<file path="src/sv/stws_pkg.sv">
// Shared types, codes and reset constants for the spin-then-wait semaphore.
// No dependencies; every other file of the block imports this package.
package stws_pkg;

  // Fixed field widths of the request and result words
  localparam int unsigned REQ_TYPE_W     = 2;
  localparam int unsigned REL_COUNT_W    = 15;
  localparam int unsigned SPIN_ROUND_W   = 4;
  localparam int unsigned OUTCOME_W      = 3;
  localparam int unsigned SLEEP_MS_W     = 5;
  localparam int unsigned WOKEN_W        = 15;
  localparam int unsigned NUM_PROC_W     = 11;
  localparam int unsigned MAX_COUNT_W    = 15;

  // Stream word widths (fields packed, padded to whole bytes)
  localparam int unsigned S_TDATA_W      = 24;
  localparam int unsigned S_TUSER_W      = REQ_TYPE_W;
  localparam int unsigned M_TDATA_W      = 24;
  localparam int unsigned M_TUSER_W      = OUTCOME_W;

  // Configuration port
  localparam int unsigned APB_ADDR_W     = 3;
  localparam int unsigned APB_DATA_W     = 32;

  // Default counter width and register reset values
  localparam int unsigned DEFAULT_COUNT_WIDTH = 15;
  localparam logic [NUM_PROC_W-1:0]  NUM_PROC_RESET  = 11'd8;
  localparam logic [MAX_COUNT_W-1:0] MAX_COUNT_RESET = 15'h7fff;

  // Register indexes (byte address / 4)
  typedef enum logic {
    REG_NUM_PROCESSORS = 1'b0,
    REG_MAX_COUNT      = 1'b1
  } reg_idx_e;

  typedef enum logic [REQ_TYPE_W-1:0] {
    REQ_RELEASE     = 2'd0,
    REQ_WAIT_ENTER  = 2'd1,
    REQ_SPINNER_POLL = 2'd2,
    REQ_WAITER_POLL = 2'd3
  } req_e;

  typedef enum logic [OUTCOME_W-1:0] {
    OUT_DONE          = 3'd0,
    OUT_ACQUIRED      = 3'd1,
    OUT_NOW_SPINNER   = 3'd2,
    OUT_NOW_WAITER    = 3'd3,
    OUT_SLEEP         = 3'd4,
    OUT_TIMED_OUT     = 3'd5,
    OUT_STILL_WAITING = 3'd6
  } outcome_e;

  // Spinner rounds at or above this demote; backoff caps at this shift
  localparam logic [SPIN_ROUND_W-1:0] DEMOTE_ROUND = 4'd8;
  localparam logic [SPIN_ROUND_W-1:0] MAX_SHIFT    = 4'd4;

  typedef struct packed {
    req_e                    req_type;
    logic [REL_COUNT_W-1:0]  release_count;
    logic [SPIN_ROUND_W-1:0] spin_round;
    logic                    timed_out;
  } req_t;

  typedef struct packed {
    outcome_e               outcome;
    logic [SLEEP_MS_W-1:0]  sleep_ms;
    logic [WOKEN_W-1:0]     waiters_woken;
    logic                   overflow;
  } res_t;

  typedef struct packed {
    logic [NUM_PROC_W-1:0]  num_processors;
    logic [MAX_COUNT_W-1:0] max_count;
  } cfg_t;

endpackage

</file>
<file path="src/sv/stws_apb_regs.sv">
// APB configuration registers: processor count and granted-count limit.
// Depends on stws_pkg.
module stws_apb_regs (
  input  logic                              clk_i,
  input  logic                              rst_ni,
  input  logic                              psel,
  input  logic                              penable,
  input  logic                              pwrite,
  input  logic [stws_pkg::APB_ADDR_W-1:0]   paddr,
  input  logic [stws_pkg::APB_DATA_W-1:0]   pwdata,
  output logic [stws_pkg::APB_DATA_W-1:0]   prdata,
  output logic                              pready,
  output stws_pkg::cfg_t                    cfg_o
);
  import stws_pkg::*;

  logic [NUM_PROC_W-1:0]  num_proc_q;
  logic [MAX_COUNT_W-1:0] max_count_q;
  reg_idx_e               idx;
  logic                   wr_en;

  assign pready = 1'b1;
  assign idx    = reg_idx_e'(paddr[2]);
  assign wr_en  = psel && penable && pwrite && pready;

  // Register writes in the access phase
  always_ff @(posedge clk_i or negedge rst_ni) begin
    if (!rst_ni) begin
      num_proc_q  <= NUM_PROC_RESET;
      max_count_q <= MAX_COUNT_RESET;
    end else if (wr_en) begin
      case (idx)
        REG_NUM_PROCESSORS: num_proc_q  <= pwdata[NUM_PROC_W-1:0];
        REG_MAX_COUNT:      max_count_q <= pwdata[MAX_COUNT_W-1:0];
        default:            ;
      endcase
    end
  end

  // Read-back mux
  always_comb begin
    prdata = '0;
    case (idx)
      REG_NUM_PROCESSORS: prdata = APB_DATA_W'(num_proc_q);
      REG_MAX_COUNT:      prdata = APB_DATA_W'(max_count_q);
      default:            prdata = '0;
    endcase
  end

  assign cfg_o.num_processors = num_proc_q;
  assign cfg_o.max_count      = max_count_q;

endmodule

</file>
<file path="src/sv/stws_core.sv">
// Semaphore counters and the per-request update logic; one request per fire.
// Depends on stws_pkg.
module stws_core #(
  parameter int unsigned COUNT_WIDTH = stws_pkg::DEFAULT_COUNT_WIDTH
) (
  input  logic           clk_i,
  input  logic           rst_ni,
  input  logic           fire_i,
  input  stws_pkg::req_t req_i,
  input  stws_pkg::cfg_t cfg_i,
  output stws_pkg::res_t res_o
);
  import stws_pkg::*;

  // Working width for release arithmetic: covers counters and 15-bit counts
  localparam int unsigned WW =
    ((COUNT_WIDTH > REL_COUNT_W) ? COUNT_WIDTH : REL_COUNT_W) + 1;
  localparam logic [COUNT_WIDTH-1:0] CMAX = {COUNT_WIDTH{1'b1}};
  localparam logic [WW-1:0]          CMAX_W = WW'(CMAX);

  logic [COUNT_WIDTH-1:0] spin_cnt_q, spin_cnt_d;
  logic [COUNT_WIDTH-1:0] wait_cnt_q, wait_cnt_d;
  logic [COUNT_WIDTH-1:0] spin_grant_q, spin_grant_d;
  logic [COUNT_WIDTH-1:0] wait_grant_q, wait_grant_d;
  logic [COUNT_WIDTH-1:0] tokens_q, tokens_d;

  logic [WW-1:0] limit, granted, room, rc_eff, sp_need, wt_need;
  logic [WW-1:0] to_sp, rem, to_wt, sg_sum, tok_sum;
  logic [WW-1:0] half_np;
  logic          clip;

  // Saturating counter helpers
  function automatic logic [COUNT_WIDTH-1:0] inc_sat(input logic [COUNT_WIDTH-1:0] v);
    return (v == CMAX) ? v : v + 1'b1;
  endfunction

  function automatic logic [COUNT_WIDTH-1:0] dec_sat(input logic [COUNT_WIDTH-1:0] v);
    return (v == '0) ? v : v - 1'b1;
  endfunction

  // Release split: clip to room, then spinners lacking count, then waiters; any excess stays with spinners
  always_comb begin
    limit   = (WW'(cfg_i.max_count) < CMAX_W) ? WW'(cfg_i.max_count) : CMAX_W;
    granted = WW'(spin_grant_q) + WW'(wait_grant_q);
    room    = (limit > granted) ? limit - granted : '0;
    clip    = WW'(req_i.release_count) > room;
    rc_eff  = clip ? room : WW'(req_i.release_count);
    sp_need = (spin_cnt_q > spin_grant_q) ? WW'(spin_cnt_q - spin_grant_q) : '0;
    wt_need = (wait_cnt_q > wait_grant_q) ? WW'(wait_cnt_q - wait_grant_q) : '0;
    to_sp   = (rc_eff < sp_need) ? rc_eff : sp_need;
    rem     = rc_eff - to_sp;
    to_wt   = (rem < wt_need) ? rem : wt_need;
    sg_sum  = WW'(spin_grant_q) + rc_eff - to_wt;
    tok_sum = WW'(tokens_q) + to_wt;
    half_np = WW'(cfg_i.num_processors >> 1);
  end

  // Next state and result for the request in hand
  always_comb begin
    spin_cnt_d   = spin_cnt_q;
    wait_cnt_d   = wait_cnt_q;
    spin_grant_d = spin_grant_q;
    wait_grant_d = wait_grant_q;
    tokens_d     = tokens_q;
    res_o        = '0;
    res_o.outcome = OUT_DONE;
    case (req_i.req_type)
      REQ_RELEASE: begin
        spin_grant_d = sg_sum[COUNT_WIDTH-1:0];
        wait_grant_d = wait_grant_q + to_wt[COUNT_WIDTH-1:0];
        tokens_d     = (tok_sum > CMAX_W) ? CMAX : tok_sum[COUNT_WIDTH-1:0];
        res_o.waiters_woken = to_wt[WOKEN_W-1:0];
        res_o.overflow      = clip;
        res_o.outcome       = OUT_DONE;
      end
      REQ_WAIT_ENTER: begin
        if (spin_grant_q != '0) begin
          spin_grant_d  = spin_grant_q - 1'b1;
          res_o.outcome = OUT_ACQUIRED;
        end else begin
          spin_cnt_d    = inc_sat(spin_cnt_q);
          res_o.outcome = OUT_NOW_SPINNER;
        end
      end
      REQ_SPINNER_POLL: begin
        if (spin_grant_q != '0) begin
          spin_grant_d  = spin_grant_q - 1'b1;
          spin_cnt_d    = dec_sat(spin_cnt_q);
          res_o.outcome = OUT_ACQUIRED;
        end else if (req_i.spin_round >= DEMOTE_ROUND || WW'(spin_cnt_q) >= half_np) begin
          spin_cnt_d    = dec_sat(spin_cnt_q);
          wait_cnt_d    = inc_sat(wait_cnt_q);
          res_o.outcome = OUT_NOW_WAITER;
        end else begin
          // Exponential backoff, capped at 16 ms
          res_o.sleep_ms = (req_i.spin_round >= MAX_SHIFT) ? 5'd16
                         : 5'd1 << req_i.spin_round[1:0];
          res_o.outcome  = OUT_SLEEP;
        end
      end
      REQ_WAITER_POLL: begin
        if (tokens_q != '0) begin
          tokens_d      = tokens_q - 1'b1;
          wait_cnt_d    = dec_sat(wait_cnt_q);
          wait_grant_d  = dec_sat(wait_grant_q);
          res_o.outcome = OUT_ACQUIRED;
        end else if (req_i.timed_out) begin
          wait_cnt_d    = dec_sat(wait_cnt_q);
          res_o.outcome = OUT_TIMED_OUT;
        end else begin
          res_o.outcome = OUT_STILL_WAITING;
        end
      end
      default: res_o.outcome = OUT_DONE;
    endcase
  end

  // Counter registers
  always_ff @(posedge clk_i or negedge rst_ni) begin
    if (!rst_ni) begin
      spin_cnt_q   <= '0;
      wait_cnt_q   <= '0;
      spin_grant_q <= '0;
      wait_grant_q <= '0;
      tokens_q     <= '0;
    end else if (fire_i) begin
      spin_cnt_q   <= spin_cnt_d;
      wait_cnt_q   <= wait_cnt_d;
      spin_grant_q <= spin_grant_d;
      wait_grant_q <= wait_grant_d;
      tokens_q     <= tokens_d;
    end
  end

endmodule

</file>
<file path="src/sv/spin_then_wait_semaphore.sv">
// Top level of the spin-then-wait semaphore: request register, core, result register.
// Depends on stws_pkg, stws_apb_regs and stws_core.
//
//   channel   direction  handshake                     contents
//   s_axis    in         tvalid/tready                 request word
//   m_axis    out        tvalid/tready                 result word
//   apb       in/out     psel/penable/pwrite, pready   num_processors, max_count
//
// One request per cycle while m_axis takes results; a result word is offered
// on m_axis once its request has passed the request register and then the
// result register. The counter update is one pass of logic in the core, so
// back-to-back requests chain through it.
// Reset clears the counters and valid flags; registers return to 8 / 32767.
// A stalled m_axis holds the result; s_axis takes one more request only into an empty request register.
module spin_then_wait_semaphore #(
  parameter int unsigned COUNT_WIDTH = stws_pkg::DEFAULT_COUNT_WIDTH
) (
  input  logic                             clk_i,
  input  logic                             rst_ni,
  input  logic                             s_axis_tvalid,
  output logic                             s_axis_tready,
  // [14:0] release_count, [18:15] spin_round, [19] timed_out, [23:20] zero
  input  logic [stws_pkg::S_TDATA_W-1:0]   s_axis_tdata,
  // [1:0] req_type
  input  logic [stws_pkg::S_TUSER_W-1:0]   s_axis_tuser,
  output logic                             m_axis_tvalid,
  input  logic                             m_axis_tready,
  // [4:0] sleep_ms, [19:5] waiters_woken, [20] overflow, [23:21] zero
  output logic [stws_pkg::M_TDATA_W-1:0]   m_axis_tdata,
  // [2:0] outcome
  output logic [stws_pkg::M_TUSER_W-1:0]   m_axis_tuser,
  input  logic                             psel,
  input  logic                             penable,
  input  logic                             pwrite,
  input  logic [stws_pkg::APB_ADDR_W-1:0]  paddr,
  input  logic [stws_pkg::APB_DATA_W-1:0]  pwdata,
  output logic [stws_pkg::APB_DATA_W-1:0]  prdata,
  output logic                             pready
);
  import stws_pkg::*;

  cfg_t cfg;
  req_t in_req_q, in_req_d;
  res_t out_res_q, core_res;
  logic in_valid_q, in_valid_d;
  logic out_valid_q, out_valid_d;
  logic s_accept, out_free, advance;

  stws_apb_regs u_regs (
    .clk_i   (clk_i),
    .rst_ni  (rst_ni),
    .psel    (psel),
    .penable (penable),
    .pwrite  (pwrite),
    .paddr   (paddr),
    .pwdata  (pwdata),
    .prdata  (prdata),
    .pready  (pready),
    .cfg_o   (cfg)
  );

  // Handshake: the request register moves on whenever the result slot frees
  assign out_free      = !out_valid_q || m_axis_tready;
  assign advance       = in_valid_q && out_free;
  assign s_axis_tready = !in_valid_q || out_free;
  assign s_accept      = s_axis_tvalid && s_axis_tready;

  // Unpack the incoming word
  always_comb begin
    in_req_d.req_type      = req_e'(s_axis_tuser);
    in_req_d.release_count = s_axis_tdata[14:0];
    in_req_d.spin_round    = s_axis_tdata[18:15];
    in_req_d.timed_out     = s_axis_tdata[19];
    in_valid_d  = s_accept ? 1'b1 : (advance ? 1'b0 : in_valid_q);
    out_valid_d = advance ? 1'b1 : (m_axis_tready ? 1'b0 : out_valid_q);
  end

  stws_core #(
    .COUNT_WIDTH (COUNT_WIDTH)
  ) u_core (
    .clk_i  (clk_i),
    .rst_ni (rst_ni),
    .fire_i (advance),
    .req_i  (in_req_q),
    .cfg_i  (cfg),
    .res_o  (core_res)
  );

  // Valid flags
  always_ff @(posedge clk_i or negedge rst_ni) begin
    if (!rst_ni) begin
      in_valid_q  <= 1'b0;
      out_valid_q <= 1'b0;
    end else begin
      in_valid_q  <= in_valid_d;
      out_valid_q <= out_valid_d;
    end
  end

  // Payload registers
  always_ff @(posedge clk_i) begin
    if (s_accept) begin
      in_req_q <= in_req_d;
    end
    if (advance) begin
      out_res_q <= core_res;
    end
  end

  // Pack the result word
  assign m_axis_tvalid = out_valid_q;
  assign m_axis_tuser  = out_res_q.outcome;
  assign m_axis_tdata  = {3'b000, out_res_q.overflow, out_res_q.waiters_woken,
                          out_res_q.sleep_ms};

endmodule
</file>
<file path="config.mk">
export PLATFORM = sky130hd
export DESIGN_NAME = spin_then_wait_semaphore
export DESIGN_NICKNAME = d
export VERILOG_FILES = /design/src/sv/stws_pkg.sv /design/src/sv/stws_apb_regs.sv /design/src/sv/stws_core.sv /design/src/sv/spin_then_wait_semaphore.sv
export SDC_FILE = /design/constraint.sdc
export NUM_CORES = 1
export LEC_CHECK = 0
export ABC_AREA = 1
export ABC_CLOCK_PERIOD_IN_PS = 33200
export BUFFER_PORTS_ARGS = -buffer_cell sky130_fd_sc_hd__clkbuf_2
export CAP_MARGIN = 20
export CORE_MARGIN = 2
export CORE_UTILIZATION = 66
export DETAILED_ROUTE_END_ITERATION = 10
export GPL_ROUTABILITY_DRIVEN = 0
export GPL_TIMING_DRIVEN = 1
export PLACE_DENSITY = 0.87
export SKIP_CTS_REPAIR_TIMING = 1
export SLEW_MARGIN = 20
export SYNTH_ARGS = -nofsm -noshare
export SYNTH_HDL_FRONTEND = slang
export SYNTH_SLANG_ARGS = --single-unit
</file>
<file path="constraint.sdc">
create_clock -name clk_i -period 33.2 [get_ports clk_i]
set_input_delay 1.66 -clock clk_i [delete_from_list [all_inputs] [get_ports clk_i]]
set_output_delay 1.66 -clock clk_i [all_outputs]
set_load 0.01 [all_outputs]
</file>
# After elaboration in Yosys (flattened, before gate mapping)
# Cells that the tools add are included.
dict set report totals {
  inputBits 68
  output_inout_bits 62
  reg_bits 149
}
dict set report op_classes {
  n_shift 1
  addsub 16
  n_bitwise 2
  n_eq_ne 15
  mux 40
  magnitude_cmp 11
  reduce_logical 31
}
# op count
set ops {}
lappend ops {{15-bit two-way mux} 17}
lappend ops {{15-bit one-hot mux with 2 select lines} 5}
lappend ops {{16-bit two-way mux} 6}
lappend ops {{15-bit by 1-bit subtractor with 15-bit output (second input constant)} 5}
lappend ops {{32-bit one-hot mux with 2 select lines} 1}
lappend ops {{15-bit zero test} 3}
lappend ops {{16-bit < comparator} 2}
lappend ops {{15-bit by 15-bit subtractor with 16-bit output} 2}
lappend ops {{16-bit subtractor} 2}
lappend ops {{15-bit by 1-bit adder with 15-bit output (second input constant)} 2}
lappend ops {{15-bit adder} 2}
lappend ops {{15-bit == test (second input constant)} 2}
lappend ops {{15-bit greater-than comparator} 2}
lappend ops {{15-bit nonzero test} 2}
lappend ops {{15-bit by 15-bit adder with 16-bit output} 1}
lappend ops {{15-bit by 16-bit adder with 16-bit output} 1}
lappend ops {{15-bit by 16-bit greater-than comparator with 1-bit output} 1}
lappend ops {{16-bit by 15-bit greater-than comparator with 1-bit output (second input constant)} 1}
lappend ops {{16-bit greater-than comparator} 1}
lappend ops {{15-bit by 10-bit greater-or-equal comparator with 1-bit output} 1}
lappend ops {{15-bit < comparator (second input constant)} 1}
lappend ops {{15-bit subtractor} 1}
lappend ops {{3-bit one-hot mux with 4 select lines} 1}
lappend ops {{2-bit nonzero test} 6}
lappend ops {{26 further kinds} 48}

# Depth between registers and ports, before layout
dict set report logic_depth {
  word_depth 15
  ltp_mapped 108
  mapped_depth_nobuf 104
}

# Hierarchy
# Synthesis repeated with hierarchy kept, for this count alone.
dict set report unflattened {
  cells_unflattened 2240
  area_unflattened_um2 15947.8
}
# module cells_each seq_area_each_um2 area_each_um2 n_inst
set modules_own_cells {}
lappend modules_own_cells {stws_core 1998 1876.8 13052.5 1}
lappend modules_own_cells {spin_then_wait_semaphore 62 1431.4 1502.7 1}
lappend modules_own_cells {stws_apb_regs 180 670.6 1392.6 1}

# Worst setup path after synthesis
# OpenSTA, ideal clock, no wires.
dict set report synth_timing {
  kind {flip-flop to flip-flop}
  start {register u_core.wait_grant_q[0]}
  end {register u_core.spin_grant_q[13]}
  synth_period_minus_slack_ns 12.677
  slack_ns 20.523
  path_stages_with_launch 98
  arrival_ns 12.590
  path_buffers 3
  cell_sequence {dfrtp_1 -> ha_1 -> fa_1 -> a21oi_1 -> o21bai_1 -> a21oi_1 -> o21bai_1 -> a21oi_1 -> o21bai_1 -> nand2_1 -> nand2_1 -> a21oi_1 -> or2_2 -> o21ai_0 -> nand2_1 -> a21oi_1 -> nor2_1 -> xor2_1 -> (+62 left out) -> nor2_1 -> nor2_1 -> inv_1 -> a21oi_1 -> nor2_1 -> nor2_1 -> o21bai_1 -> nand2_1 -> nand2_1 -> a21oi_1 -> o21ai_0 -> nand2_1 -> inv_1 -> or2_2 -> a21oi_1 -> or2_2 -> nand3_1 -> a22oi_1}
}
dict set report synth_via {
  elab_chain_len 12
  word_cells_on_any_way 17
  classes_between {add/sub (6); order compare (5); mux (6)}
}
# element line_no
set synth_rtl {}
lappend synth_rtl {{start: declaration} stws_core.sv:24} ;# logic [COUNT_WIDTH-1:0] wait_grant_q, wait_grant_d;
lappend synth_rtl {{start signal: assignment} stws_core.sv:130} ;# wait_grant_q <= wait_grant_d;
lappend synth_rtl {{15-bit by 15-bit adder with 16-bit output} stws_core.sv:44} ;# granted = WW'(spin_grant_q) + WW'(wait_grant_q);
lappend synth_rtl {{16-bit subtractor or 16-bit greater-than comparator (tied branches)} stws_core.sv:45} ;# room = (limit > granted) ? limit - granted : '0;
lappend synth_rtl {{16-bit two-way mux} stws_core.sv:45}
lappend synth_rtl {{15-bit by 16-bit greater-than comparator with 1-bit output} stws_core.sv:46} ;# clip = WW'(req_i.release_count) > room;
lappend synth_rtl {{16-bit two-way mux} stws_core.sv:47} ;# rc_eff = clip ? room : WW'(req_i.release_count);
lappend synth_rtl {{16-bit < comparator} stws_core.sv:50} ;# to_sp = (rc_eff < sp_need) ? rc_eff : sp_need;
lappend synth_rtl {{16-bit two-way mux} stws_core.sv:50}
lappend synth_rtl {{16-bit subtractor} stws_core.sv:51} ;# rem = rc_eff - to_sp;
lappend synth_rtl {{16-bit < comparator} stws_core.sv:52} ;# to_wt = (rem < wt_need) ? rem : wt_need;
lappend synth_rtl {{16-bit two-way mux (*)} stws_core.sv:52}
lappend synth_rtl {{named net u_core.to_wt[1]} stws_core.sv:28} ;# logic [WW-1:0] to_sp, rem, to_wt, sg_sum, tok_sum;
lappend synth_rtl {{15-bit subtractor (*)} stws_core.sv:53} ;# sg_sum = WW'(spin_grant_q) + rc_eff - to_wt;
lappend synth_rtl {{15-bit one-hot mux with 2 select lines (*)} stws_core.sv:67} ;# case (req_i.req_type)
lappend synth_rtl {{end signal: assignment} stws_core.sv:129} ;# spin_grant_q <= spin_grant_d;
lappend synth_rtl {{end: declaration} stws_core.sv:23} ;# logic [COUNT_WIDTH-1:0] spin_grant_q, spin_grant_d;
# Mark *: on every way through the listed nets, which the timed path passes. The rest lies on a longest branch.
# A chain may end at the register's enable or synchronous reset.

# Worst setup path after layout
# Same ends and word-level chain as after synthesis.

==> results by group <==
Layout
  – Register Area: ~4000 um^2
  – Nets: 2570
  – Commonest non-fill, non-tap cell in the layout: nand2_1
  – Share of cells above drive strength 1: ~8.9%
  – Antenna cell count: 0
  – Leading cell types in the layout, fill and taps excluded: nand2_1, inv_1, ha_1
  – Fin util: between 70% and 80%
  – Filler Cells Inserted: 1823
  – Multi-input logic area: around 10000 um^2
  – Area grow syn2layout: 7.39%

Critical path
  – R2R Path Start: u_core.wait_grant_q[0]
  – Crit path max fanout: 34
  – Critical Path RT: approximately 34000 ps
  – Worst path max stage delay: between 700 and 800 ps
  – Most used cell, CP: nand2_1
  – CP Depth: a little under 100
  – CP endpoint kind: register
  – CP Capture Point: u_core.spin_grant_q[13]
  – Crit start category: register
  – Crit path from: u_core.wait_grant_q[0]
  – Crit path DAT: 16970 ps
  – Crit-path slowest cell: nand3_1
  – R2R Path End: u_core.spin_grant_q[13]
  – Worst reg2reg path depth: 97
  – Kind of critical path: reg -> reg
  – Critical path's top delay family: compound AO/OA/AOI/OAI gates
  – CP Buf/Inv Count: 10
  – Worst R2R Setup Slack: roughly 17000 ps

Hold path
  – Worst min path class: reg -> reg

Run status
  – Outcome: completed

Die
  – Die X: approximately 160 um
  – Die ar.: around 25000 um^2
  – Row count: 56
  – Core area: approximately 24000 um^2
  – I/O pin total: 130
  – Die H: around 160 um
  – Initial Util: between 60 and 70%

Synth
  – Synth Instances: 2210
  – Syn avg cell area: slightly above 7 um^2
  – Asr flop ratio synth: about 69%
  – Number of flops mapped to enable cells by yosys: 46
  – Distinct cell type count after synthesis: between 60 and 70
  – Syn. warnings: 0
  – Cell Area, Synth: 15800 um^2
  – Seq/Total Area, Yosys: about 25%
  – Seq cells post-synth: 149
  – Main synth FF type: dfrtp_1

Timing
  – Max-slew violation count: 0
  – Slew headroom: about 29%
  – Worst-Margin Slew: ~1100 ps
  – Fmax: ~0.06 GHz
  – RSZ-0062 raised after global routing: no
  – Skew final: between 15 and 20 ps
  – Setup_tns: 0 ps
  – Final Hold Fails: 0
  – Final period utilization: roughly half
  – Min Clock Period, post-route: 16620 ps
  – Final setup fails: 0
  – Hold Slack: slightly below 500 ps

Global route
  – Grt total ovfl: 0
  – Global-route wire length before repair: around 70000 um
  – Vias in the first global route: 14400
  – Initial antenna violation count: 0
  – Largest net degree at the start of global routing: between 60 and 70
  – Global-route usage over all layers: between 30% and 40%

Route
  – Per-cell routed wire length: between 15 and 20 um
  – Detailed Route WL: ~43000 um
  – DRT iter0 DRCs: approximately 1500
  – Remaining antenna violation count: 0
  – Routed vias: between 15000 and 20000
  – Vias per cell: between 5 and 6
  – DRC violations left: 0
  – Detailed-router iteration count before antenna repair: 6

Clock network
  – CTS Buf Count: 17
  – Clk slew on worst S/H paths: 70 ps
  – Clock root buffer: clkbuf_16
  – Clock Path Buffers: 2
  – Clock latency at the later pin of the worst-skew pair: 450 ps
  – H-tree lvl count: 4
  – Clock Sinks: between 100 and 150
  – CTS tree: built

Placement
  – Post-DP HPWL: 33800 um
  – PortBufs: between 80 and 90

Flow run
  – Max-cap viol count: 0
==> cells in the mapped netlist, types with 7 or more instances <==
master    instances  area [um^2]
a211oi_1          7         52.6
a21o_1            9         67.6
a21oi_1         169          846
a31oi_1          25          156
buf_4            22          165
clkbuf_1         47          176
dfrtp_1          87         2180
dfstp_2          16          420
edfxtp_1         46         1380
fa_1             23          460
ha_1            210         2630
inv_1           319         1200
nand2_1         479         1800
nand2_2          12         75.1
nand3_1         108          541
nand4_1          35          219
nor2_1          145          544
nor2_2            7         43.8
nor3_1           29          145
nor4_1           12         75.1
o21a_1            7         52.6
o21ai_0         183          916
o21ai_1           7         35.0
o21bai_1         14          105
o31ai_1           8         60.1
or2_2            19          119
xnor2_1          26          228
xor2_1           65          569
==> through the flow <==
stage	cell area, um^2	setup slack, ps	std cells
6_report	17000	16580	2601
4_1_cts	17000	16970	2601
3_3_place_gp	16400	17640	2569
2_1_floorplan	15900	20520	2230
5_1_grt	17000	15230	2601
3_5_place_dp	16400	17070	2569
==> cell families (layout without fill, tap and decap cells) <==
kind of cell,count (synthesis),in the layout,synth area share (%)
muxes,4,4,0.284
AOI/OAI and AO/OA,458,458,16.0
xor gates and xnor gates,91,91,5.03
DFF,149,149,25.1
other,2,22,0.0474
and+or+nand+nor,872,872,23.9
adders and majority gates,233,233,19.5
buffers and inverters,401,453,10.1
==> worst register-to-register path: cells and delay by family (launching register included) <==
family          cells  cell delay (ps)
buf+inv            10             1200
xor+xnor            1              160
flops               1              540
compound gates     32             6300
fa+ha+maj           9             2960
simple gates       45             5340
==> how the worst min path moves through the flow <==
stage                            end  slack (ps)                   from  depth (start not counted)
4_1_cts         u_regs.num_proc_q[5]         490   u_regs.num_proc_q[5]                          2
3_5_place_dp    u_regs.num_proc_q[2]         480   u_regs.num_proc_q[2]                          2
6_report        u_regs.num_proc_q[2]         490   u_regs.num_proc_q[2]                          2
3_3_place_gp    u_regs.num_proc_q[7]         470   u_regs.num_proc_q[7]                          2
5_1_grt         u_regs.num_proc_q[9]         520   u_regs.num_proc_q[9]                          2
2_1_floorplan  u_regs.num_proc_q[10]         450  u_regs.num_proc_q[10]                          2
==> state kept, by name (all words and copies together), names as in the netlist <==
| name | cells |
|---|---|
| in_req_q | 22 |
| in_valid_q | 1 |
| m_axis_tdata | 21 |
| m_axis_tuser | 3 |
| m_axis_tvalid | 1 |
| u_core.spin_cnt_q | 15 |
| u_core.spin_grant_q | 15 |
| u_core.tokens_q | 15 |
| u_core.wait_cnt_q | 15 |
| u_core.wait_grant_q | 15 |
| u_regs.max_count_q | 15 |
| u_regs.num_proc_q | 11 |
==> routing by layer <==
metal,up-vias,track usage (%),part of all wire (%)
met2,686,57.1,46
met3,177,5.52,7.8
met5,-,0,0
met4,0,17.8,5.5
met1,7082,41.7,40
li1,7441,-,-
==> area by class of cell <==
cell class	instances	share of cell area (%)
well taps	319	2.35
clock inverters	13	0.640
multi-input cells	1680	60.8
clock buffers	19	2.73
inverters	327	7.21
flip-flops and latches	149	23.4
repair buffers	94	2.91
Power is not shown: default switching activity piles up to over one toggle a cycle in this logic, so the estimate is an artifact.
